--- config.mk ---
export PLATFORM = sky130hd
export DESIGN_NAME = mbe_ctrl
export DESIGN_NICKNAME = d
export VERILOG_FILES = /design/src/hdl/mbe_pkg.sv /design/src/hdl/mbe_ctrl.sv
export SDC_FILE = /design/constraint.sdc
export NUM_CORES = 1
export LEC_CHECK = 0
export BUFFER_PORTS_ARGS = -buffer_cell sky130_fd_sc_hd__buf_2
export CORE_AREA = 2 2 39 41
export CTS_CLUSTER_SIZE = 10
export DETAILED_ROUTE_END_ITERATION = 8
export DIE_AREA = 0 0 41 43
export GPL_TIMING_DRIVEN = 0
export PLACE_DENSITY = 0.37
export SYNTH_ARGS = -nofsm -noshare
export SYNTH_HDL_FRONTEND = slang
export SYNTH_SLANG_ARGS = --single-unit
export TNS_END_PERCENT = 30
--- constraint.sdc ---
create_clock -name clk -period 2.5 [get_ports clk]
set_clock_uncertainty 0.05 [all_clocks]
set_input_delay 0.5 -clock clk [delete_from_list [all_inputs] [get_ports clk]]
set_output_delay 0.5 -clock clk [all_outputs]
set_load 0.01 [all_outputs]
--- src/hdl/mbe_pkg.sv ---
// ============================================================================
// mbe_pkg
// Shared widths, constants, state encoding and control structs for the
// Mandelbrot escape-time block.
// ============================================================================
package mbe_pkg;

    // Field widths
    localparam int C_W      = 32;   // input coordinate, Q4.28
    localparam int IN_FRAC  = 28;   // fraction bits of the input coordinate
    localparam int ITER_W   = 16;   // iteration limit and counter
    localparam int COLOR_W  = 8;    // result color

    // Constants
    localparam logic [ITER_W-1:0]  MAX_ITER_RESET = 16'd10000;
    localparam logic [COLOR_W-1:0] COLOR_INSIDE   = 8'd255;
    localparam logic [COLOR_W-1:0] COLOR_WRAP     = 8'd254;  // last value before mod wrap

    // Controller states
    typedef enum logic [1:0] {
        ST_IDLE,
        ST_MUL,
        ST_UPD,
        ST_DONE
    } mbe_state_t;

    // Controller to datapath
    typedef struct packed {
        logic load;     // capture c, clear z and counters
        logic mul_en;   // register the squares and cross product
        logic step;     // write back the new z, advance counters
        logic finish;   // move the color into the output register
    } mbe_cmd_t;

    // Datapath to controller
    typedef struct packed {
        logic at_limit; // iteration count reached max_iter
        logic big;      // |x| or |y| at least 2
        logic escape;   // x^2 + y^2 at least 4
        logic out_full; // output register busy and not taken this cycle
    } mbe_status_t;

endpackage

--- src/hdl/mbe_ctrl.sv ---
// ============================================================================
// mbe_ctrl
// Controller: sequences load, multiply and update passes per point and hands
// the result to the output register.
// ============================================================================
module mbe_ctrl import mbe_pkg::*; (
    input  logic        clk,
    input  logic        rst_n,
    input  logic        in_valid,
    output logic        in_ready,
    input  mbe_status_t status,
    output mbe_cmd_t    cmd
);

    mbe_state_t state_reg, state_next;

    // Hold the state
    always_ff @(posedge clk or negedge rst_n)
    begin
        if (!rst_n)
        begin
            state_reg <= ST_IDLE;
        end
        else
        begin
            state_reg <= state_next;
        end
    end

    // Next state and commands
    always_comb
    begin
        state_next = state_reg;
        cmd        = '0;
        in_ready   = 1'b0;
        case (state_reg)
            ST_IDLE:
            begin
                in_ready = 1'b1;
                if (in_valid)
                begin
                    cmd.load   = 1'b1;
                    state_next = ST_MUL;
                end
            end
            ST_MUL:
            begin
                if (status.at_limit || status.big)
                begin
                    state_next = ST_DONE;
                end
                else
                begin
                    cmd.mul_en = 1'b1;
                    state_next = ST_UPD;
                end
            end
            ST_UPD:
            begin
                if (status.escape)
                begin
                    state_next = ST_DONE;
                end
                else
                begin
                    cmd.step   = 1'b1;
                    state_next = ST_MUL;
                end
            end
            ST_DONE:
            begin
                if (!status.out_full)
                begin
                    cmd.finish = 1'b1;
                    state_next = ST_IDLE;
                end
            end
            default:
            begin
                state_next = ST_IDLE;
            end
        endcase
    end

    // A load always starts a pass
    a_load_to_mul: assert property (@(posedge clk) disable iff (!rst_n)
        cmd.load |=> state_reg == ST_MUL)
        else $error("load not followed by a multiply pass");

    // An update pass always follows a multiply pass
    a_upd_after_mul: assert property (@(posedge clk) disable iff (!rst_n)
        state_reg == ST_UPD |-> $past(state_reg) == ST_MUL)
        else $error("update pass without products");

endmodule

==> results.md, run 1 <==
- Max Slew Vio Count: 0
- Clock power frac: between 30% and 40%
- Remaining Overflow, GRT: 0
- CP endpoint kind: primary output
- Main synth FF type: dfrtp_1
- Hold Fails Final Rpt: 0
- CTS sink cnt: 2
- Netlist cell types: 9
- Root Driver: clkbuf_4
- Global-route wire length before repair: 621 um
- Die Y: 43 um
- Min Clock Period, post-route: 1.716 ns
- GRT Overall Usage: 6.024%
- Detailed Route WL: just under 400 um
- Top post-synthesis cells by area: dfrtp_1 (39%), nor4b_4 (19%), and3b_4 (9.8%)
- Min-Delay Endpoint: state_reg[1]$_DFFE_PN0P_
- Largest family of logic cells by synthesized area: simple AND/OR/NAND/NOR gates
- Mapped Area: 127.6 sq um
- Hold Crit Class: in2reg
- Reg2reg path depth: 2
- Final WS setup: 0.7838 ns
- Synth top cells by count: dfrtp_1 (2), nor2_1 (2)
- Via density: 3.476
- Final nets: 35
- Synth Area in Adders: 0%
- Hold Startpoint: status[1]
- Synth Area in Compound Gates: 3.922%
- Reg2Reg Setup Slack: between 1 and 1.5 ns
- Max FFs per register: 2
- Logic pwr share: 37.6%
- Post-synth ARST share: between 90% and 100%
- Hold buffers post-CTS: 1
- # setup viols final: 0
- Vias in the first global route: 154
- DIE AREA: 1763 sq um
- Initial antenna violation count: 0
- Largest net degree at the start of global routing: 7
- Mux cell area share after synthesis: 0%
- RSZ-0062 raised after global routing: no
- Via count: 146
- Post-route ant nets: 0
- Syn Inst Count: 11
- PortBufs: 11
- XOR/XNOR Fraction of Synth Area: 0%
- RD Place Congestion: 0.6657
- CTS buffer count: 3
- Internal power: 148.9 uW
- Setup WS pre-CTS: 0.8770 ns
- Worst endpoint required time: 1.95 ns
- Fillcell total: 160
- Final worst-path cycle share: 68.65%
- Clock Path Buffers: 2
- Max Cap Viol: 0
- I/O pins: 12
- Worst-path clk slew: ~0.030 ns
- Pwr dens: just under 1000 nW/um^2
- NetSw: 79.23 uW
- Core area: 1384 sq um
- Rows: 14
- Synth Warn #: 0
- #FFs+latches synth: 2
- Worst R2R End: state_reg[0]$_DFFE_PN0P_
- Detailed Routing Iterations Pass 1: 3
- Multi-input logic area: 77.57 sq um
- Worst-margin pin slew: 0.2344 ns
- Status: finished, final reports clean
- DR DRC count: 0
- Post-synth top area share: 39.22%
- Critical path fanouts, max: 6
- Initial DRC Count: 4
- P_leak: 0.1150 nW
- Yosys top cell by area: dfrtp_1
- Clk_lat worst skew: 0.22 ns
- Max transition margin: 84.25%
- Sequential power share: a little under a third
- Worst VDD drop: 0.3503 mV
- Synth Area in Simple Gates: 56.86%
- Final antenna diode count: 0
- TritonCTS clock tree: built
- Crit Path Category: reg2out
- CP arrival: approximately 1.2 ns
- Sw frac: 34.73%
- Reg2reg start: state_reg[1]$_DFFE_PN0P_
- Die width: 41 um
- Type of origin of the critical path: flop
- Register area share after synthesis: between 30% and 40%
- Routed WL per cell: ~9.5 um
- Hold path depth: 3
- Seq. cell area: 50.05 sq um
- H-tree depth: 1
- Layout cells sized above 1: 65.38%
- Effective utilization at floorplan: between 9 and 10%
- Post-CTS sizing: 0
- Post-synth EDFFs: 0
- Setup TNS: 0 ns
- Net count after synthesis: 18
- Post-CTS setup buffer count: 0
- Layout area overhead: 84.31%
- F_max: 582.7 MHz
- Post-Syn Area per Cell: 11.60 sq um
[layer usage]
metal  track usage [%]  vias up  wire length (um)
li1                  -       70                 -
met1             8.039       64               202
met2             5.000       12               115
met3             5.236        0                79
met4             6.000        0                 0
met5                 0        -                 0
[cells in the final DEF (no fill, tap or decap)]
cell type / instances
buf_2: 11
clkbuf_4: 3
nor2_1: 2
dfrtp_1: 2
nor3b_1: 1
and3b_4: 1
nor4b_4: 1
and2_1: 1
a21oi_1: 1
nor3_1: 1
nor3_2: 1
dlygate4sd3_1: 1
[power groups by stage]
stage / registers (mW) / clock network (mW) / logic [mW]
5_1_grt: 0.0778 / 0.0762 / 0.0965
6_report: 0.0726 / 0.0698 / 0.0857
4_1_cts: 0.0732 / 0.0744 / 0.0868
3_5_place_dp: 0.0736 / 0 / 0.0852
2_1_floorplan: 0.0691 / 0 / 0.0557
3_3_place_gp: 0.0725 / 0 / 0.0832
[cell families after synthesis]
kind of cell	Yosys count
flops	2
compound gates	1
simple gates	8
[stage by stage]
stage	instances	cell area (sq um)	hold slack (ns)	utilization [%]	total power [mW]
after global routing	42	235.2	0.5407	17.00	0.2505
after detailed placement	38	202.7	0.2369	14.65	0.1588
after CTS	42	235.2	0.4934	17.00	0.2344
after floorplan	11	127.6	0.1544	-	0.1248
final	42	235.2	0.5018	17.00	0.2281
after global placement	38	202.7	0.2386	14.65	0.1557
[worst max-delay path: stages, from the launching register on]
cell and delay, ns:
dfrtp_1 0.44, nor4b_4 0.33, buf_2 0.18
[layout make-up]
class | instances | area share, %
Multi-Input combinational cell | 9 | 32.98
Clock buffer | 3 | 9.574
Sequential cell | 2 | 21.28
Timing Repair Buffer | 12 | 27.66
Tap cell | 16 | 8.511
[worst max path at each step]
stage,slack (ns),to,startpoint,cells after the start
floorplan,1.10,cmd[3],state_reg[1]$_DFFE_PN0P_,2
global placement,0.88,cmd[2],status[2],3
detailed placement,0.88,cmd[2],status[2],3
CTS,0.77,cmd[2],state_reg[1]$_DFFE_PN0P_,2
global route,0.73,cmd[2],state_reg[1]$_DFFE_PN0P_,2
finish,0.78,cmd[2],state_reg[1]$_DFFE_PN0P_,2
Power figures use the tool's default switching activity.
==> run 2: changes to the inputs <==
--- a/config.mk
+++ b/config.mk
@@ -5,6 +5,7 @@
 export SDC_FILE = /design/constraint.sdc
 export NUM_CORES = 1
 export LEC_CHECK = 0
+export ABC_AREA = 1
 export BUFFER_PORTS_ARGS = -buffer_cell sky130_fd_sc_hd__buf_2
 export CORE_AREA = 2 2 39 41
 export CTS_CLUSTER_SIZE = 10
==> constraint.sdc (replaced) <==
create_clock -name clk -period 1.7 [get_ports clk]
set_clock_uncertainty 0.05 [all_clocks]
set_input_delay 0.34 -clock clk [delete_from_list [all_inputs] [get_ports clk]]
set_output_delay 0.34 -clock clk [all_outputs]
set_load 0.01 [all_outputs]
==> run 2 against run 1 <==
Against the previous run: count of clock-buffer cells in the layout unchanged; final cell count up 19%; wire length down 8.8%; via count up 13%; synthesized cell count up 73%; register-to-register slack worse by 0.75 ns.
==> results.md, run 2 <==
- Hold Fails Final Rpt: 0 (unchanged)
- Pwr dens: 1532 nW/um^2 (+58%)
- Hold buffers post-CTS: 1 (unchanged)
- Setup TNS: 0 ns (unchanged)
- Final antenna diode count: 0 (unchanged)
- Synth Area in Simple Gates: 46.53% (-10 points)
- Clk_lat worst skew: 0.22 ns (about the same)
- Net count after synthesis: 26 (+8)
- Synth Warn #: 0 (unchanged)
- PortBufs: 11 (unchanged)
- Via count: 165 (+13%)
- Most common cell after layout, fill and taps aside: buf_2
- Hold path depth: 3 (unchanged)
- DIE AREA: 1763 sq um (unchanged)
- Netlist cell types: 9 (unchanged)
- Most frequent cells in the layout: buf_2 (11), nor2_1 (4), nand2_1 (4)
- Initial DRC Count: 2 (-2)
- Clock Path Buffers: 2 (unchanged)
- Largest family of logic cells by synthesized area: simple AND/OR/NAND/NOR gates
- Post-synth EDFFs: 0 (unchanged)
- Via density: 3.300 (-5.1%)
- Post-synth top area share: 39.60% (+0.39 points)
- Synth Area in Compound Gates: 4.950% (+1.0 points)
- Hold Crit Class: in2reg
- Top post-synthesis cells by area: dfrtp_1 (40%), nand2_1 (12%), nor2_1 (12%)
- Multi-input logic area: 65.06 sq um (-16%)
- Post-Syn Area per Cell: 6.651 sq um (-43%)
- Post-CTS sizing: 0 (unchanged)
- Worst-path clk slew: 0.03 ns (about the same)
- Post-synth ARST share: 100.0% (unchanged)
- Die Y: 43 um (unchanged)
- CP arrival: 1.04 ns (-0.13 ns)
- Hold Startpoint: status[0]
- Worst R2R End: state_reg[0]$_DFFE_PN0P_
- Root Driver: clkbuf_4
- Worst VDD drop: 0.3117 mV (-11%)
- RSZ-0062 raised after global routing: no
- Finished Cell Area: 234.0 sq um (-0.53%)
- Synth Area in Adders: 0% (unchanged)
- Max transition margin: 84.57% (+0.32 points)
- Core area: 1384 sq um (unchanged)
- Reg2reg start: state_reg[1]$_DFFE_PN0P_
- Layout cells sized above 1: 44.12% (-21 points)
- Min Clock Period, post-route: ~1.4 ns
- Register area share after synthesis: 39.60% (+0.39 points)
- Min-Delay Endpoint: state_reg[1]$_DFFE_PN0P_
- Largest net degree at the start of global routing: 8 (+1)
- Vias in the first global route: 180 (+17%)
- Mapped Area: 126.4 sq um (-0.98%)
- Final nets: 43 (+23%)
- Effective utilization at floorplan: 9.132% (-0.090 points)
- Setup WS pre-CTS: 0.4682 ns (-0.4088 ns)
- Remaining Overflow, GRT: 0 (unchanged)
- Initial antenna violation count: 0 (unchanged)
- DR DRC count: 0 (unchanged)
- Die width: 41 um (unchanged)
- Worst endpoint required time: 1.31 ns (-0.64 ns)
- CP endpoint kind: primary output
- Routed WL per cell: 7.260 um (-23%)
- Detailed Route WL: 363 um (-8.8%)
- #FFs+latches synth: 2 (unchanged)
- Detailed Place HPWL: 298.7 um
- Detailed Routing Iterations Pass 1: 2 (-1)
- CTS sink cnt: 2 (unchanged)
- I/O pins: 12 (unchanged)
- TritonCTS clock tree: built
- RD Place Congestion: 0.5968 (-10%)
- Syn Inst Count: 19 (+8)
- P_leak: 0.1346 nW (+17%)
- Layout area overhead: 85.15%
- CTS buffer count: 3 (unchanged)
- Status: finished, final reports clean
- Main synth FF type: dfrtp_1
- XOR/XNOR Fraction of Synth Area: 0% (unchanged)
- Critical path fanouts, max: 7 (+1)
- Rows: 14 (unchanged)
- Worst-margin pin slew: 0.2314 ns (-0.003025 ns)
- Post-route ant nets: 0 (unchanged)
- Final worst-path cycle share: 84.01%
- Max Cap Viol: 0 (unchanged)
- Final WS setup: 0.2718 ns (-0.5120 ns)
- Mux cell area share after synthesis: 0% (unchanged)
- Placement Cell Area: 201.4 sq um (-0.62%)
- H-tree depth: 1 (unchanged)
- Yosys top cell by area: dfrtp_1
- Type of origin of the critical path: flop
- F_max: 700.2 MHz
- Reg2reg path depth: 4 (+2)
- Global-route wire length before repair: 593 um (-4.5%)
- Max Slew Vio Count: 0 (unchanged)
- Reg2Reg Setup Slack: 0.74 ns (-0.75 ns)
- Max FFs per register: 2 (unchanged)
- Fillcell total: 167 (+4.4%)
- # setup viols final: 0 (unchanged)
- Synth top cells by count: nand2_1 (4), nor2_1 (4), inv_1 (3), dfrtp_1 (2), nand3_1 (2)
- Pwr Total: 358.5 uW (+57%)
- Post-CTS setup buffer count: 0 (unchanged)
- Crit Path Category: reg2out
- Hold WS: 0.3336 ns (-0.1682 ns)
- Seq. cell area: 50.05 sq um (unchanged)
- GRT Overall Usage: 5.321% (-0.70 points)
==> run 2: cell types whose count changed after synthesis, moves of 2 or more <==
cell | previous run | this run
nand3_1 | 0 | 2
nor2_1 | 2 | 4
nand2_1 | 0 | 4
inv_1 | 0 | 3
==> run 2: kinds of logic after synthesis <==
family	Yosys count
AO/OA/AOI/OAI	1
buffers and inverters	3
AND/OR/NAND/NOR	13
flip-flops	2
==> run 2: cell type report <==
class | count | share of cell area, %
clock buffer | 3 | 9.626
inverter | 3 | 4.813
multi-input combinational | 14 | 27.81
sequential | 2 | 21.39
tap | 16 | 8.556
timing repair buffer | 12 | 27.81
==> run 2: how the worst max path moves through the flow <==
stage,startpoint,to
global route,state_reg[1]$_DFFE_PN0P_,cmd[1]
floorplan,state_reg[0]$_DFFE_PN0P_,cmd[1]
global placement,state_reg[1]$_DFFE_PN0P_,cmd[1]
finish,state_reg[0]$_DFFE_PN0P_,cmd[1]
CTS,state_reg[1]$_DFFE_PN0P_,cmd[1]
detailed placement,state_reg[1]$_DFFE_PN0P_,cmd[1]
==> run 2: critical path, stage by stage (launching register included) <==
cell	delay, ns
dfrtp_1	0.44
nor3b_1	0.21
buf_2	0.16
==> run 2: metal layers <==
metal	vias up	share of wire [%]	track usage [%]
met5	-	0	0
met3	0	12	1.571
met2	7	49	7.187
met1	66	39	5.788
li1	92	-	-
met4	0	0	6.000
==> run 2: where the power goes <==
group          switching, mW  internal [mW]  leakage [nW]
clock                 0.0257         0.0778        0.0138
combinational         0.0716         0.0652        0.0985
sequential            0.0459         0.0723        0.0223
==> run 2: per-stage QoR <==
step | util, % | instances
floorplan | - | 19
global placement | 14.56 | 46
detailed placement | 14.56 | 46
CTS | 16.91 | 50
global route | 16.91 | 50
finish | 16.91 | 50
==> run 3: changes to the inputs <==
--- a/config.mk
+++ b/config.mk
@@ -5,14 +5,14 @@
 export SDC_FILE = /design/constraint.sdc
 export NUM_CORES = 1
 export LEC_CHECK = 0
-export ABC_AREA = 1
+export ABC_AREA = 0
 export BUFFER_PORTS_ARGS = -buffer_cell sky130_fd_sc_hd__buf_2
 export CORE_AREA = 2 2 39 41
 export CTS_CLUSTER_SIZE = 10
 export DETAILED_ROUTE_END_ITERATION = 8
 export DIE_AREA = 0 0 41 43
 export GPL_TIMING_DRIVEN = 0
-export PLACE_DENSITY = 0.37
+export PLACE_DENSITY = 0.38
 export SYNTH_ARGS = -nofsm -noshare
 export SYNTH_HDL_FRONTEND = slang
 export SYNTH_SLANG_ARGS = --single-unit
==> constraint.sdc (replaced) <==
create_clock -name clk -period 1.2 [get_ports clk]
set_clock_uncertainty 0.05 [all_clocks]
set_input_delay 0.24 -clock clk [delete_from_list [all_inputs] [get_ports clk]]
set_output_delay 0.24 -clock clk [all_outputs]
set_load 0.01 [all_outputs]
==> run 3 against run 2 <==
Against the previous run: the flow now finishes with violations (negative setup slack); final cell count is 12% lower; die area unchanged; critical path depth unchanged; global-route usage is 2.0 points higher; sequential share of layout area is 0.60 points lower; final area increased by 8.0%.
==> results.md, run 3 (same netlist as run 1, synthesis figures left out) <==
- Status: finished, violations left
- Failing checks: negative setup slack
- Setup WS pre-CTS: -0.03397 ns (-0.5022 ns)
- Initial DRC Count: 2 (unchanged)
- Placement Cell Area: 202.7 sq um (+0.62%)
- Final WS setup: -0.1641 ns (-0.4359 ns)
- Core area: 1384 sq um (unchanged)
- Most frequent cells in the layout: buf_2 (11), clkbuf_4 (3), nor2_1 (2), buf_4 (2), dfrtp_2 (2)
- Worst endpoint required time: 0.91 ns (-0.40 ns)
- Final worst-path cycle share: 113.7%
- Finished Cell Area: 252.7 sq um (+8.0%)
- Type of origin of the critical path: flop
- Die width: 41 um (unchanged)
- DR DRC count: 0 (unchanged)
- Worst-path clk slew: 0.03 ns (about the same)
- PortBufs: 11 (unchanged)
- Hold Fails Final Rpt: 0 (unchanged)
- F_max: 733.1 MHz
- P_leak: 0.1233 nW (-8.4%)
- Clock Path Buffers: 2 (unchanged)
- I/O pins: 12 (unchanged)
- Max Slew Vio Count: 0 (unchanged)
- Layout cells sized above 1: 75.00% (+31 points)
- Effective utilization at floorplan: 9.222% (+0.090 points)
- CTS sink cnt: 2 (unchanged)
- Max transition margin: 85.78% (+1.2 points)
- Min-Delay Endpoint: state_reg[1]$_DFFE_PN0P_
- Clock power frac: 28.7% (about the same)
- Remaining Overflow, GRT: 0 (unchanged)
- Max Cap Viol: 0 (unchanged)
- CTS buffer count: 3 (unchanged)
- Detailed Routing Iterations Pass 1: 2 (unchanged)
- Final antenna diode count: 0 (unchanged)
- H-tree depth: 1 (unchanged)
- Min Clock Period, post-route: 1.364 ns
- Rows: 14 (unchanged)
- Via density: 3.682 (+12%)
- Internal power: 339.9 uW (+58%)
- Clk_lat worst skew: 0.22 ns (about the same)
- Final Util: 18.26% (+1.4 points)
- TritonCTS clock tree: built
- Critical path fanouts, max: 6 (-1)
- Reg2reg path depth: 3 (-1)
- Reg2reg start: state_reg[1]$_DFFE_PN0P_
- Final nets: 37 (-14%)
- Max FFs per register: 2 (unchanged)
- Hold path depth: 3 (unchanged)
- Crit Path Category: reg2out
- Root Driver: clkbuf_4
- Worst-margin pin slew: 0.2116 ns (-0.01977 ns)
- Most common cell after layout, fill and taps aside: buf_2
- Pwr dens: 2050 nW/um^2 (+34%)
- DIE AREA: 1763 sq um (unchanged)
- Logic pwr share: 40.2% (+2.0 points)
- Routed WL per cell: 10.05 um (+38%)
- Global-route wire length before repair: 724 um (+22%)
- Worst VDD drop: 0.7124 mV (+130%)
- Reg2Reg Setup Slack: 0.17 ns (-0.57 ns)
- Worst R2R End: state_reg[0]$_DFFE_PN0P_
- Hold Startpoint: status[1]
- CP endpoint kind: primary output
- # setup viols final: 5 (+5)
- RD Place Congestion: 0.6636 (+11%)
- CP arrival: 1.07 ns (+0.03 ns)
- Pwr Total: 518.0 uW (+44%)
- Post-route ant nets: 0 (unchanged)
- Vias in the first global route: 163 (-9.4%)
- Detailed Route WL: 442 um (+22%)
- CP Launch Point: state_reg[1]$_DFFE_PN0P_
- Sequential power share: 31.1% (-1.9 points)
- GRT Overall Usage: 7.337% (+2.0 points)
- Largest net degree at the start of global routing: 7 (-1)
- Setup TNS: -0.4656 ns (-0.4656 ns)
- Layout area overhead: 98.04%
- Sw frac: 34.38% (-5.6 points)
- Hold Crit Class: in2reg
- Die Y: 43 um (unchanged)
- NetSw: 178.1 uW (+24%)
- Initial antenna violation count: 0 (unchanged)
- Via count: 162 (-1.8%)
- RSZ-0062 raised after global routing: yes
-- run 3: stage by stage --
| stage | cells | hold slack [ns] |
|---|---|---|
| after floorplan | 11 | -0.1056 |
| after global placement | 38 | -0.02132 |
| after detailed placement | 38 | -0.02061 |
| after CTS | 44 | 0.2355 |
| after global routing | 44 | 0.2596 |
| final | 44 | 0.2408 |
-- run 3: worst max-delay path: stages, from the launching register on --
cell	delay [ns]
dfrtp_2	0.44
nor4b_4	0.24
buf_2	0.18
-- run 3: how the worst max path moves through the flow --
stage | to
after global placement | cmd[2]
after detailed placement | cmd[2]
after floorplan | cmd[3]
after global routing | cmd[2]
final | cmd[2]
after CTS | cmd[2]
-- run 3: layout make-up --
| class | instances | area [sq um] |
|---|---|---|
| multi-input combinational | 9 | 77.57 |
| fill | 163 | 1131 |
| clock buffer | 3 | 22.52 |
| sequential | 2 | 52.55 |
| timing repair buffer | 14 | 80.08 |
| tap | 16 | 20.02 |
-- run 3: power by group through the flow --
stage	clock, mW	sequential (mW)	combinational, mW
6_report	0.149	0.161	0.208
5_1_grt	0.170	0.169	0.234
4_1_cts	0.160	0.158	0.210
3_5_place_dp	0	0.158	0.176
3_3_place_gp	0	0.150	0.173
2_1_floorplan	0	0.144	0.116
-- run 3: per-layer routing --
layer / vias to the layer above / part of all wire, % / wire length, um / global-route usage (%)
met4: 0 / 0 / 0 / 6.000
li1: 75 / - / - / -
met2: 12 / 29 / 129 / 5.625
met3: 0 / 16 / 70 / 7.853
met1: 75 / 55 / 243 / 10.00
met5: - / 0 / 0 / 0
-- run 3: timing repair --
item | in CTS | in global routing
hold buffers | 1 | 0
hold endpoints to repair | 2 | 0
gates resized for setup | 1 | 1
setup buffers | 2 | 0
pin swaps | 3 | 0
setup endpoints to repair | 5 | 5
